## src/design/pc_pkg.sv

```systemverilog
// ----------------------------------------------------------------------------
// pc_pkg
// types, codes and constants shared by the precharge sequencer files
// ----------------------------------------------------------------------------
package pc_pkg;

	// stream and register port geometry
	localparam int IN_TDATA_W  = 88;
	localparam int OUT_TDATA_W = 56;
	localparam int PADDR_W     = 5;
	localparam int PDATA_W     = 32;

	// datapath widths
	localparam int LEVEL_W = 32;
	localparam int PROD_W  = 48;
	localparam int CMP_W   = 42;
	localparam int DIV_DVD_W = 39;
	localparam int DIV_DVS_W = 32;

	// scale factors of the progress and readiness products
	localparam logic [15:0] PCT_SCALE      = 16'd100;
	localparam logic [15:0] PERMILLE_SCALE = 16'd1000;
	localparam logic [15:0] PROGRESS_MAX   = 16'hFFFF;

	// register reset values
	localparam logic [15:0] RST_MIN_ACC_V  = 16'd0;
	localparam logic [9:0]  RST_TARGET     = 10'd900;
	localparam logic [15:0] RST_MIN_PRE    = 16'd3000;
	localparam logic [15:0] RST_MAX_PRE    = 16'd10000;
	localparam logic [7:0]  RST_STABLE     = 8'd20;
	localparam logic [15:0] RST_BMS_TMO    = 16'd1000;
	localparam logic [15:0] RST_ALPHA      = 16'd16384;
	localparam logic [15:0] RST_DIS_DONE   = 16'd500;

	// operating modes; none marks a previous mode that was never set
	typedef enum logic [2:0] {
		MODE_STANDBY   = 3'd0,
		MODE_PRECHARGE = 3'd1,
		MODE_DISCHARGE = 3'd2,
		MODE_ONLINE    = 3'd3,
		MODE_CHARGING  = 3'd4,
		MODE_ERROR     = 3'd5,
		MODE_NONE      = 3'd7
	} pc_mode_t;

	// register indexes
	typedef enum logic [2:0] {
		REG_MIN_ACC_V = 3'd0,
		REG_TARGET    = 3'd1,
		REG_MIN_PRE   = 3'd2,
		REG_MAX_PRE   = 3'd3,
		REG_STABLE    = 3'd4,
		REG_BMS_TMO   = 3'd5,
		REG_ALPHA     = 3'd6,
		REG_DIS_DONE  = 3'd7
	} pc_reg_t;

	// per-tick sequencer steps
	typedef enum logic [3:0] {
		ST_IDLE,
		ST_ACC_MUL,
		ST_BUS_MUL,
		ST_BUS_APPLY,
		ST_MUL100,
		ST_MUL1000,
		ST_MUL_TGT,
		ST_COMPARE,
		ST_DIVIDE,
		ST_UPDATE
	} pc_seq_t;

	// error flag positions
	localparam int ERR_TOO_SLOW = 0;
	localparam int ERR_BMS_TMO  = 1;

	// divider status towards the sequencer
	typedef struct packed {
		logic busy;
		logic done;
	} pc_div_status_t;

endpackage

```

## src/design/pc_divider.sv

```systemverilog
// ----------------------------------------------------------------------------
// pc_divider
// restoring divider, one quotient bit per cycle
// ----------------------------------------------------------------------------
module pc_divider
	import pc_pkg::*;
#(
	parameter int DVD_W = DIV_DVD_W,
	parameter int DVS_W = DIV_DVS_W
) (
	input  logic                 clk,
	input  logic                 arst_n,
	input  logic                 start,
	input  logic [DVD_W-1:0]     dividend,
	input  logic [DVS_W-1:0]     divisor,
	output logic [DVD_W-1:0]     quotient,
	output pc_div_status_t       status
);

	localparam int CNT_W = $clog2(DVD_W + 1);

	logic [CNT_W-1:0] cnt_q;
	logic             done_q;
	logic [DVS_W-1:0] rem_q;
	logic [DVS_W-1:0] dvs_q;
	logic [DVD_W-1:0] quo_q;
	logic [DVS_W:0]   shifted;
	logic [DVS_W:0]   trial;
	logic             fits;

	// trial subtraction of the divisor from the shifted remainder
	assign shifted = {rem_q, quo_q[DVD_W-1]};
	assign trial   = shifted - {1'b0, dvs_q};
	assign fits    = !trial[DVS_W];

	// step counter and completion flag
	always_ff @(posedge clk or negedge arst_n) begin
		if (!arst_n) begin
			cnt_q  <= '0;
			done_q <= 1'b0;
		end else if (start) begin
			cnt_q  <= CNT_W'(DVD_W);
			done_q <= 1'b0;
		end else if (cnt_q != '0) begin
			cnt_q <= cnt_q - 1'b1;
			if (cnt_q == CNT_W'(1)) begin
				done_q <= 1'b1;
			end
		end
	end

	// remainder and quotient shift register
	always_ff @(posedge clk) begin
		if (start) begin
			rem_q <= '0;
			dvs_q <= divisor;
			quo_q <= dividend;
		end else if (cnt_q != '0) begin
			rem_q <= fits ? trial[DVS_W-1:0] : shifted[DVS_W-1:0];
			quo_q <= {quo_q[DVD_W-2:0], fits};
		end
	end

	assign quotient    = quo_q;
	assign status.busy = (cnt_q != '0);
	assign status.done = done_q;

endmodule

```

## src/design/precharge_sequencer.sv

```systemverilog
// ----------------------------------------------------------------------------
// precharge_sequencer
// precharge, discharge and charging sequencer with filtered voltages
// ----------------------------------------------------------------------------
// One tick per input transfer: both voltage filters, the progress ratio and
// the readiness test go through a single shared 32x16 multiplier in five
// steps, then a restoring divider forms 100*bus/acc one bit per cycle.
// s_tready is high only between ticks. The result sits in an output
// register, so the next tick is taken while it waits, and a tick only
// stalls at its final step if the previous result is still held.
// Registers are written over APB at byte address 4*index.
module precharge_sequencer
	import pc_pkg::*;
(
	input  logic                   clk,
	input  logic                   arst_n,
	// now_ms[31:0], acc_raw[47:32], bus_raw[63:48], charger_safety[64],
	// bms_age_ms[80:65], zero fill above
	input  logic                   s_tvalid,
	output logic                   s_tready,
	input  logic [IN_TDATA_W-1:0]  s_tdata,
	// mode[2:0], error_flags[4:3], acc_filtered[20:5], bus_filtered[36:21],
	// progress_pct[52:37], shutdown_drive[53], zero fill above
	output logic                   m_tvalid,
	input  logic                   m_tready,
	output logic [OUT_TDATA_W-1:0] m_tdata,
	input  logic                   psel,
	input  logic                   penable,
	input  logic                   pwrite,
	input  logic [PADDR_W-1:0]     paddr,
	input  logic [PDATA_W-1:0]     pwdata,
	output logic [PDATA_W-1:0]     prdata,
	output logic                   pready
);

	// configuration registers
	logic [15:0] min_acc_q, min_pre_q, max_pre_q, bms_tmo_q, alpha_q, dis_done_q;
	logic [9:0]  target_q;
	logic [7:0]  stable_q;
	logic        cfg_wr;

	// captured tick
	logic [31:0] now_q;
	logic [15:0] acc_raw_q, bus_raw_q, bms_age_q;
	logic        charger_q;

	// controller state
	pc_seq_t     state_q, state_d;
	pc_mode_t    mode_q, mode_d, prev_q, prev_d;
	logic [LEVEL_W-1:0] acc_level_q, bus_level_q;
	logic [31:0] start_q, start_d, below_q, below_d;
	logic [15:0] prog_q, prog_d;
	logic [1:0]  err_q, err_d;
	logic        shut_q, shut_d;

	// shared multiplier and its operands
	logic [LEVEL_W-1:0] mul_a;
	logic [15:0]        mul_b;
	logic               mul_en;
	logic [PROD_W-1:0]  mul_prod, prod_q;

	// filter working values
	logic [LEVEL_W:0]   acc_diff, bus_diff;
	logic [LEVEL_W-1:0] acc_mag, bus_mag;
	logic               acc_up_q, acc_load_q, bus_up_q;

	// precharge evaluation values
	logic [CMP_W-1:0]     lhs_q;
	logic                 ready_q;
	logic [31:0]          el_start_q, el_below_q;
	logic                 div_start;
	logic [DIV_DVD_W-1:0] quotient;
	pc_div_status_t       div_status;

	// output register
	logic                   m_tvalid_q;
	logic [OUT_TDATA_W-1:0] m_tdata_q;
	logic                   out_free;

	// mode decision inputs
	logic        acc_low, bus_done, acc_zero, ready, stable, min_done, too_slow;
	logic [15:0] progress_calc;

	assign pready   = 1'b1;
	assign cfg_wr   = psel && penable && pwrite && pready;
	assign s_tready = (state_q == ST_IDLE);
	assign out_free = !m_tvalid_q || m_tready;
	assign m_tvalid = m_tvalid_q;
	assign m_tdata  = m_tdata_q;

	// register writes
	always_ff @(posedge clk or negedge arst_n) begin
		if (!arst_n) begin
			min_acc_q  <= RST_MIN_ACC_V;
			target_q   <= RST_TARGET;
			min_pre_q  <= RST_MIN_PRE;
			max_pre_q  <= RST_MAX_PRE;
			stable_q   <= RST_STABLE;
			bms_tmo_q  <= RST_BMS_TMO;
			alpha_q    <= RST_ALPHA;
			dis_done_q <= RST_DIS_DONE;
		end else if (cfg_wr) begin
			unique case (pc_reg_t'(paddr[4:2]))
				REG_MIN_ACC_V: min_acc_q  <= pwdata[15:0];
				REG_TARGET:    target_q   <= pwdata[9:0];
				REG_MIN_PRE:   min_pre_q  <= pwdata[15:0];
				REG_MAX_PRE:   max_pre_q  <= pwdata[15:0];
				REG_STABLE:    stable_q   <= pwdata[7:0];
				REG_BMS_TMO:   bms_tmo_q  <= pwdata[15:0];
				REG_ALPHA:     alpha_q    <= pwdata[15:0];
				REG_DIS_DONE:  dis_done_q <= pwdata[15:0];
			endcase
		end
	end

	// register reads
	always_comb begin
		unique case (pc_reg_t'(paddr[4:2]))
			REG_MIN_ACC_V: prdata = {16'b0, min_acc_q};
			REG_TARGET:    prdata = {22'b0, target_q};
			REG_MIN_PRE:   prdata = {16'b0, min_pre_q};
			REG_MAX_PRE:   prdata = {16'b0, max_pre_q};
			REG_STABLE:    prdata = {24'b0, stable_q};
			REG_BMS_TMO:   prdata = {16'b0, bms_tmo_q};
			REG_ALPHA:     prdata = {16'b0, alpha_q};
			REG_DIS_DONE:  prdata = {16'b0, dis_done_q};
		endcase
	end

	// capture of the accepted transfer
	always_ff @(posedge clk) begin
		if (s_tvalid && s_tready) begin
			now_q     <= s_tdata[31:0];
			acc_raw_q <= s_tdata[47:32];
			bus_raw_q <= s_tdata[63:48];
			charger_q <= s_tdata[64];
			bms_age_q <= s_tdata[80:65];
		end
	end

	// distance of each level from its sample, as magnitude and direction
	assign acc_diff = {1'b0, acc_raw_q, 16'b0} - {1'b0, acc_level_q};
	assign bus_diff = {1'b0, bus_raw_q, 16'b0} - {1'b0, bus_level_q};
	assign acc_mag  = acc_diff[LEVEL_W] ? (~acc_diff[LEVEL_W-1:0] + 1'b1)
	                                    : acc_diff[LEVEL_W-1:0];
	assign bus_mag  = bus_diff[LEVEL_W] ? (~bus_diff[LEVEL_W-1:0] + 1'b1)
	                                    : bus_diff[LEVEL_W-1:0];

	// sequencer next state
	always_comb begin
		state_d = state_q;
		unique case (state_q)
			ST_IDLE:      if (s_tvalid) state_d = ST_ACC_MUL;
			ST_ACC_MUL:   state_d = ST_BUS_MUL;
			ST_BUS_MUL:   state_d = ST_BUS_APPLY;
			ST_BUS_APPLY: state_d = ST_MUL100;
			ST_MUL100:    state_d = ST_MUL1000;
			ST_MUL1000:   state_d = ST_MUL_TGT;
			ST_MUL_TGT:   state_d = ST_COMPARE;
			ST_COMPARE:   state_d = ST_DIVIDE;
			ST_DIVIDE:    if (div_status.done && !div_status.busy) state_d = ST_UPDATE;
			ST_UPDATE:    if (out_free) state_d = ST_IDLE;
			default:      state_d = ST_IDLE;
		endcase
	end

	// sequencer outputs: multiplier operands and divider start
	always_comb begin
		mul_a     = '0;
		mul_b     = '0;
		mul_en    = 1'b0;
		div_start = 1'b0;
		unique case (state_q)
			ST_ACC_MUL: begin
				mul_a  = acc_mag;
				mul_b  = alpha_q;
				mul_en = 1'b1;
			end
			ST_BUS_MUL: begin
				mul_a  = bus_mag;
				mul_b  = alpha_q;
				mul_en = 1'b1;
			end
			ST_MUL100: begin
				mul_a  = bus_level_q;
				mul_b  = PCT_SCALE;
				mul_en = 1'b1;
			end
			ST_MUL1000: begin
				mul_a     = bus_level_q;
				mul_b     = PERMILLE_SCALE;
				mul_en    = 1'b1;
				div_start = 1'b1;
			end
			ST_MUL_TGT: begin
				mul_a  = acc_level_q;
				mul_b  = {6'b0, target_q};
				mul_en = 1'b1;
			end
			default: begin
			end
		endcase
	end

	// shared multiplier with registered product
	assign mul_prod = PROD_W'(mul_a) * PROD_W'(mul_b);

	always_ff @(posedge clk) begin
		if (mul_en) begin
			prod_q <= mul_prod;
		end
	end

	// progress division
	pc_divider #(
		.DVD_W (DIV_DVD_W),
		.DVS_W (DIV_DVS_W)
	) u_pc_divider (
		.clk      (clk),
		.arst_n   (arst_n),
		.start    (div_start),
		.dividend (prod_q[DIV_DVD_W-1:0]),
		.divisor  (acc_level_q),
		.quotient (quotient),
		.status   (div_status)
	);

	// per-step working registers
	always_ff @(posedge clk) begin
		unique case (state_q)
			ST_ACC_MUL: begin
				acc_up_q   <= !acc_diff[LEVEL_W];
				acc_load_q <= (acc_level_q == '0) && (acc_raw_q != '0);
			end
			ST_BUS_MUL: bus_up_q <= !bus_diff[LEVEL_W];
			ST_MUL1000: el_start_q <= (prev_q != MODE_PRECHARGE) ? '0 : now_q - start_q;
			ST_MUL_TGT: begin
				lhs_q      <= prod_q[CMP_W-1:0];
				el_below_q <= now_q - below_q;
			end
			ST_COMPARE: ready_q <= (lhs_q >= prod_q[CMP_W-1:0]);
			default: begin
			end
		endcase
	end

	// filter levels
	always_ff @(posedge clk or negedge arst_n) begin
		if (!arst_n) begin
			acc_level_q <= '0;
			bus_level_q <= '0;
		end else if (state_q == ST_BUS_MUL) begin
			if (acc_load_q) begin
				acc_level_q <= {acc_raw_q, 16'b0};
			end else if (acc_up_q) begin
				acc_level_q <= acc_level_q + prod_q[PROD_W-1:16];
			end else begin
				acc_level_q <= acc_level_q - prod_q[PROD_W-1:16];
			end
		end else if (state_q == ST_BUS_APPLY) begin
			if (bus_up_q) begin
				bus_level_q <= bus_level_q + prod_q[PROD_W-1:16];
			end else begin
				bus_level_q <= bus_level_q - prod_q[PROD_W-1:16];
			end
		end
	end

	// decision terms on the new levels
	assign acc_low  = (acc_level_q[31:16] < min_acc_q);
	assign bus_done = (bus_level_q[31:16] < dis_done_q) ||
	                  ((bus_level_q[31:16] == dis_done_q) && (bus_level_q[15:0] == '0));
	assign acc_zero = (acc_level_q == '0);
	assign ready    = acc_zero || ready_q;
	assign stable   = (el_below_q >= {24'b0, stable_q});
	assign min_done = (el_start_q >= {16'b0, min_pre_q});
	assign too_slow = (el_start_q > {16'b0, max_pre_q});
	assign progress_calc = (acc_zero || (quotient[DIV_DVD_W-1:16] != '0)) ? PROGRESS_MAX
	                                                                      : quotient[15:0];

	// mode machine; later assignments within a tick override earlier ones
	always_comb begin
		mode_d  = mode_q;
		prev_d  = prev_q;
		start_d = start_q;
		below_d = below_q;
		prog_d  = prog_q;
		err_d   = err_q;
		shut_d  = shut_q;
		unique case (mode_q)
			MODE_STANDBY: begin
				shut_d = 1'b0;
				if (!acc_low) begin
					prev_d = MODE_STANDBY;
					mode_d = MODE_PRECHARGE;
				end
			end
			MODE_PRECHARGE: begin
				if (acc_low) mode_d = MODE_DISCHARGE;
				if (prev_q != MODE_PRECHARGE) begin
					prev_d  = MODE_PRECHARGE;
					start_d = now_q;
				end
				prog_d = progress_calc;
				if (ready && stable && min_done) begin
					mode_d = charger_q ? MODE_CHARGING : MODE_ONLINE;
				end else begin
					if (!ready) below_d = now_q;
					if (too_slow) begin
						mode_d              = MODE_ERROR;
						err_d[ERR_TOO_SLOW] = 1'b1;
					end
				end
			end
			MODE_DISCHARGE: begin
				if (bus_done) mode_d = MODE_STANDBY;
			end
			MODE_ONLINE: begin
				if (acc_low) mode_d = MODE_DISCHARGE;
				if (charger_q) begin
					mode_d = MODE_CHARGING;
				end else begin
					prev_d = MODE_ONLINE;
					shut_d = 1'b1;
				end
			end
			MODE_CHARGING: begin
				priority if (acc_low) begin
					mode_d = MODE_DISCHARGE;
				end else if (!charger_q) begin
					mode_d = MODE_STANDBY;
				end else if (bms_age_q > bms_tmo_q) begin
					mode_d             = MODE_ERROR;
					err_d[ERR_BMS_TMO] = 1'b1;
				end else begin
					prev_d = MODE_CHARGING;
				end
			end
			MODE_ERROR: begin
				if (acc_low) mode_d = MODE_DISCHARGE;
				shut_d = 1'b0;
				prev_d = MODE_ERROR;
			end
			default: begin
				mode_d = MODE_ERROR;
				shut_d = 1'b0;
				prev_d = MODE_ERROR;
			end
		endcase
	end

	// controller state, committed at the final step of a tick
	always_ff @(posedge clk or negedge arst_n) begin
		if (!arst_n) begin
			state_q <= ST_IDLE;
			mode_q  <= MODE_STANDBY;
			prev_q  <= MODE_NONE;
			start_q <= '0;
			below_q <= '0;
			prog_q  <= '0;
			err_q   <= '0;
			shut_q  <= 1'b0;
		end else begin
			state_q <= state_d;
			if (state_q == ST_UPDATE && out_free) begin
				mode_q  <= mode_d;
				prev_q  <= prev_d;
				start_q <= start_d;
				below_q <= below_d;
				prog_q  <= prog_d;
				err_q   <= err_d;
				shut_q  <= shut_d;
			end
		end
	end

	// result register towards the master side
	always_ff @(posedge clk or negedge arst_n) begin
		if (!arst_n) begin
			m_tvalid_q <= 1'b0;
		end else if (state_q == ST_UPDATE && out_free) begin
			m_tvalid_q <= 1'b1;
		end else if (m_tready) begin
			m_tvalid_q <= 1'b0;
		end
	end

	always_ff @(posedge clk) begin
		if (state_q == ST_UPDATE && out_free) begin
			m_tdata_q <= {2'b0, shut_d, prog_d, bus_level_q[31:16], acc_level_q[31:16],
			              err_d, 3'(mode_d)};
		end
	end

endmodule

```

## config.mk

```make
export PLATFORM = sky130hd
export DESIGN_NAME = precharge_sequencer
export DESIGN_NICKNAME = d
export VERILOG_FILES = /design/src/design/pc_pkg.sv /design/src/design/pc_divider.sv /design/src/design/precharge_sequencer.sv
export SDC_FILE = /design/constraint.sdc
export NUM_CORES = 2
export LEC_CHECK = 0
export BUFFER_PORTS_ARGS = -buffer_cell sky130_fd_sc_hd__buf_2
export CORE_MARGIN = 1
export CORE_UTILIZATION = 23
export DETAILED_ROUTE_END_ITERATION = 10
export GPL_TIMING_DRIVEN = 0
export PLACE_DENSITY = 0.44
export SLEW_MARGIN = 40
export SYNTH_ARGS = -nofsm -noshare
export SYNTH_HDL_FRONTEND = slang
export SYNTH_SLANG_ARGS = --single-unit
```

## constraint.sdc

```tcl
create_clock -name clk -period 17.55 [get_ports clk]
set_input_delay 1.755 -clock clk [delete_from_list [all_inputs] [get_ports clk]]
set_output_delay 1.755 -clock clk [all_outputs]
set_load 0.005 [all_outputs]
```

==> results.md <==
- Post-CTS setup buffer count: 0
- CTS tree: built
- Status: complete, no violations
- Fin. max-slew vios: 0
- Slowest stage delay, CP: ~730 ps
- Critical path peak fanout: 10
- Final setup TNS: 0 ps
- Cts repair resizes: 0
- Buf/Inv on CP: 8
- TritonCTS buffer count: a little over 80
- Inst Count DP: around 9,700
- CP Capture Type: flop
- Final Critical Period: approximately 13,000 ps
- Least-Margin Pin Slew: 984.7 ps
- Number of synthesized flops with an enable pin: about 360
- Hold WC Path Type: flop to flop
- Total power: between 10 and 15 mW
- Largest net degree at the start of global routing: 71
- Fmax: 0.07625 GHz
- Synth area leader: edfxtp_1
- Reg-to-Reg End: prod_q[34]$_DFFE_PP_
- Synthesized area: 57,900 um2
- Fin nets: ~7,500
- Die H: approximately 500 um
- DR DRC count: 0
- Clock transition at path regs: around 60 ps
- Final core utilization: about a quarter
- Depth of the worst hold-timing path: 0
- Final Hold Vio Count: 0
- Stages on the worst setup path: 37
- Worst Skew: 45.58 ps
- Vias: between 40,000 and 50,000
- Hold buffer count at cts: 0
- Cell variety after synth: just over 100
- R2R cell count: 37
- Hold EP: lhs_q[14]$_DFFE_PP_
- Clk root buf: clkbuf_16
- Reg2reg start: acc_level_q[0]$_DFFE_PN0P_
- Placed cell area: between 60,000 and 70,000 um2
- Crit path kind: flop to flop
- Area of the core: 249,300 um2
- RSZ-0062 raised after global routing: false
- Grt met3 use: under 10%
- CP required: ~18,000 ps
- Leak Pwr: 29.20 nW
- PD cells: around 220 nW/um2
- Clock Sinks: ~680
- Layout cell share with drive strength beyond 1: 8.866%
- Max clock buf depth: 3
- Syn_area_per_cell: about 9.4 um2
- Setup ws final: ~4400 ps
- #FFs+latches synth: roughly 680
- Post-synthesis cell count: around 6,200
- Most frequent cells in the layout: inv_1, nand2_1, ha_1, fa_1, o21ai_0
- Worst Min Path Start: prod_q[14]$_DFFE_PP_
- Final setup vio count: 0
- Die area: 253,700 um2
- Initial antenna violation count: 14
- Vias in the first global route: ~47,000
- Port Buf Inserts: 177
- M1 GR Usage: between 20% and 30%
- Routed wire length: between 200,000 and 250,000 um
- Met2 usage: between 20% and 30%
- Non-filler cells, final: around 9,900
- Startpoint types: flop
- CP max stage cell: a21boi_1
- H-tree depth: 3
- Max Cap Viol: 0
- Area growth, synth to finish: 15.12%
- Clock Latency Late Sink: roughly 730 ps
- Most common cell after layout, fill and taps aside: inv_1
- Most common flop cell mapped by yosys: edfxtp_1
- Top cells by area, synth: edfxtp_1, fa_1, dfrtp_1, ha_1, inv_1
- Global Route Usage Sum: approximately 17%
- Dpl hpwl: roughly 180,000 um
- Sequential share of the synthesized area: ~32%
- Remaining Overflow, GRT: 0
- Grt peak-use layer: met2
- Max-Slew Margin vs Limit: 34.35%
- Yosys top cell area share: 18.88%
- Gpl congestion: around 0.94
- Period utilization: around three quarters
- WHS: roughly 450 ps
- CP delay by family, top: compound AO/OA/AOI/OAI gates
- Ys Warns: 0
- Finished Cell Area: about 67,000 um2
- Drt pass-1 iters: 7
- Site Rows: approximately 180
- Arr. time, crit path: roughly 14,000 ps
- Iteration-0 DRC Markers: ~3,800
- Pre-CTS setup slack: approximately 4600 ps
- Routed Antenna Nets: 0
- Worst reg-to-reg setup slack: 4430 ps
- VDD IR-drop max: roughly 0.09 mV
- Synth async-reset ratio: between 40% and 50%
- Most repeated library cell on the critical path: fa_1
- Starting Density: a little under a quarter
- # IOs: roughly 220
- Die width: between 500 and 600 um
- First-pass GRT wire length: between 300,000 and 400,000 um
- Vias per cell: roughly 4.8
- WL per Instance: 21.95 um
[registers in the layout, indices dropped and copies added (netlist names), 10 cells and up]
register,count
min_acc_q,16
dis_done_q,16
m_tdata,54
bms_age_q,16
prod_q,48
u_pc_divider.quotient,39
target_q,10
max_pre_q,16
below_q,32
acc_raw_q,16
alpha_q,16
now_q,32
min_pre_q,16
bus_level_q,32
bus_raw_q,16
u_pc_divider.dvs_q,32
acc_level_q,32
el_below_q,32
prog_q,16
bms_tmo_q,16
start_q,32
lhs_q,42
el_start_q,32
u_pc_divider.rem_q,32
[cells by family after synthesis]
group	count (synthesis)	share of synthesized area [%]
flops	675	32.12
simple gates	1751	14.15
other cells	2	0.01297
fa+ha+maj	865	24.18
compound gates	1373	15.12
mux	132	2.567
xor+xnor	323	4.886
buf+inv	1048	6.965
[worst reg2reg max path, delay by kind of cell, from the launching register on]
family                   cells  cell delay (ps)
AO/OA/AOI/OAI               14             3880
XOR/XNOR                     2             1000
adder cells (fa/ha/maj)      8             3830
buffers and inverters        8             1940
flip-flops                   1              440
AND/OR/NAND/NOR              5             1710
[per-layer routing]
| metal | routed length [um] | vias to the layer above | part of all wire (%) |
|---|---|---|---|
| met5 | 61 | - | 0.028 |
| met2 | 98370 | 1435 | 45 |
| met4 | 9768 | 12 | 4.5 |
| met1 | 96840 | 23610 | 45 |
| met3 | 12030 | 351 | 5.5 |
| li1 | - | 21850 | - |
[worst max-delay path by stage]
stage,endpoint,startpoint,slack (ps)
detailed placement,prod_q[34]$_DFFE_PP_,acc_level_q[0]$_DFFE_PN0P_,4630
global placement,prod_q[34]$_DFFE_PP_,state_q[0]$_DFFE_PN0P_,2890
global route,prod_q[34]$_DFFE_PP_,acc_level_q[0]$_DFFE_PN0P_,3950
finish,prod_q[34]$_DFFE_PP_,acc_level_q[0]$_DFFE_PN0P_,4430
floorplan,prod_q[42]$_DFFE_PP_,state_q[0]$_DFFE_PN0P_,7690
CTS,prod_q[34]$_DFFE_PP_,acc_level_q[0]$_DFFE_PN0P_,4550
[power by group]
part	internal (mW)	leakage, nW	total, mW	switching (mW)
combinational	3.46	20.8	9.89	6.43
sequential	2.33	7.05	2.90	0.574
clock	1.06	1.36	1.81	0.758
total	6.84	29.2	14.6	7.76
[synth_stat cells, types with 36 or more instances]
cell,n
fa_1,423
mux2i_1,54
ha_1,442
nor2b_1,67
and2_1,66
inv_1,780
a211oi_1,40
xor2_1,103
nor4_1,49
a31oi_1,100
nand2b_1,61
edfxtp_1,364
o22a_1,36
nand3_1,120
nor3_1,87
nand4_1,63
mux2_2,72
nand2_1,724
nor2_1,363
a21o_1,155
o21ai_0,383
clkbuf_1,205
xnor2_1,220
o21a_1,47
and3_1,40
dfrtp_1,245
a21oi_1,312
[layout make-up]
type,instances,area (um2)
multi-input cells,4463,35610
diodes,4,10.01
repair buffers,212,1405
clock inverters,35,380.4
clock buffers,120,2431
well taps,3330,4167
inverters,784,2948
plain buffers,264,1112
fillers,26590,182700
flip-flops and latches,675,18600
Note: power is estimated with default switching activity, not from simulation.
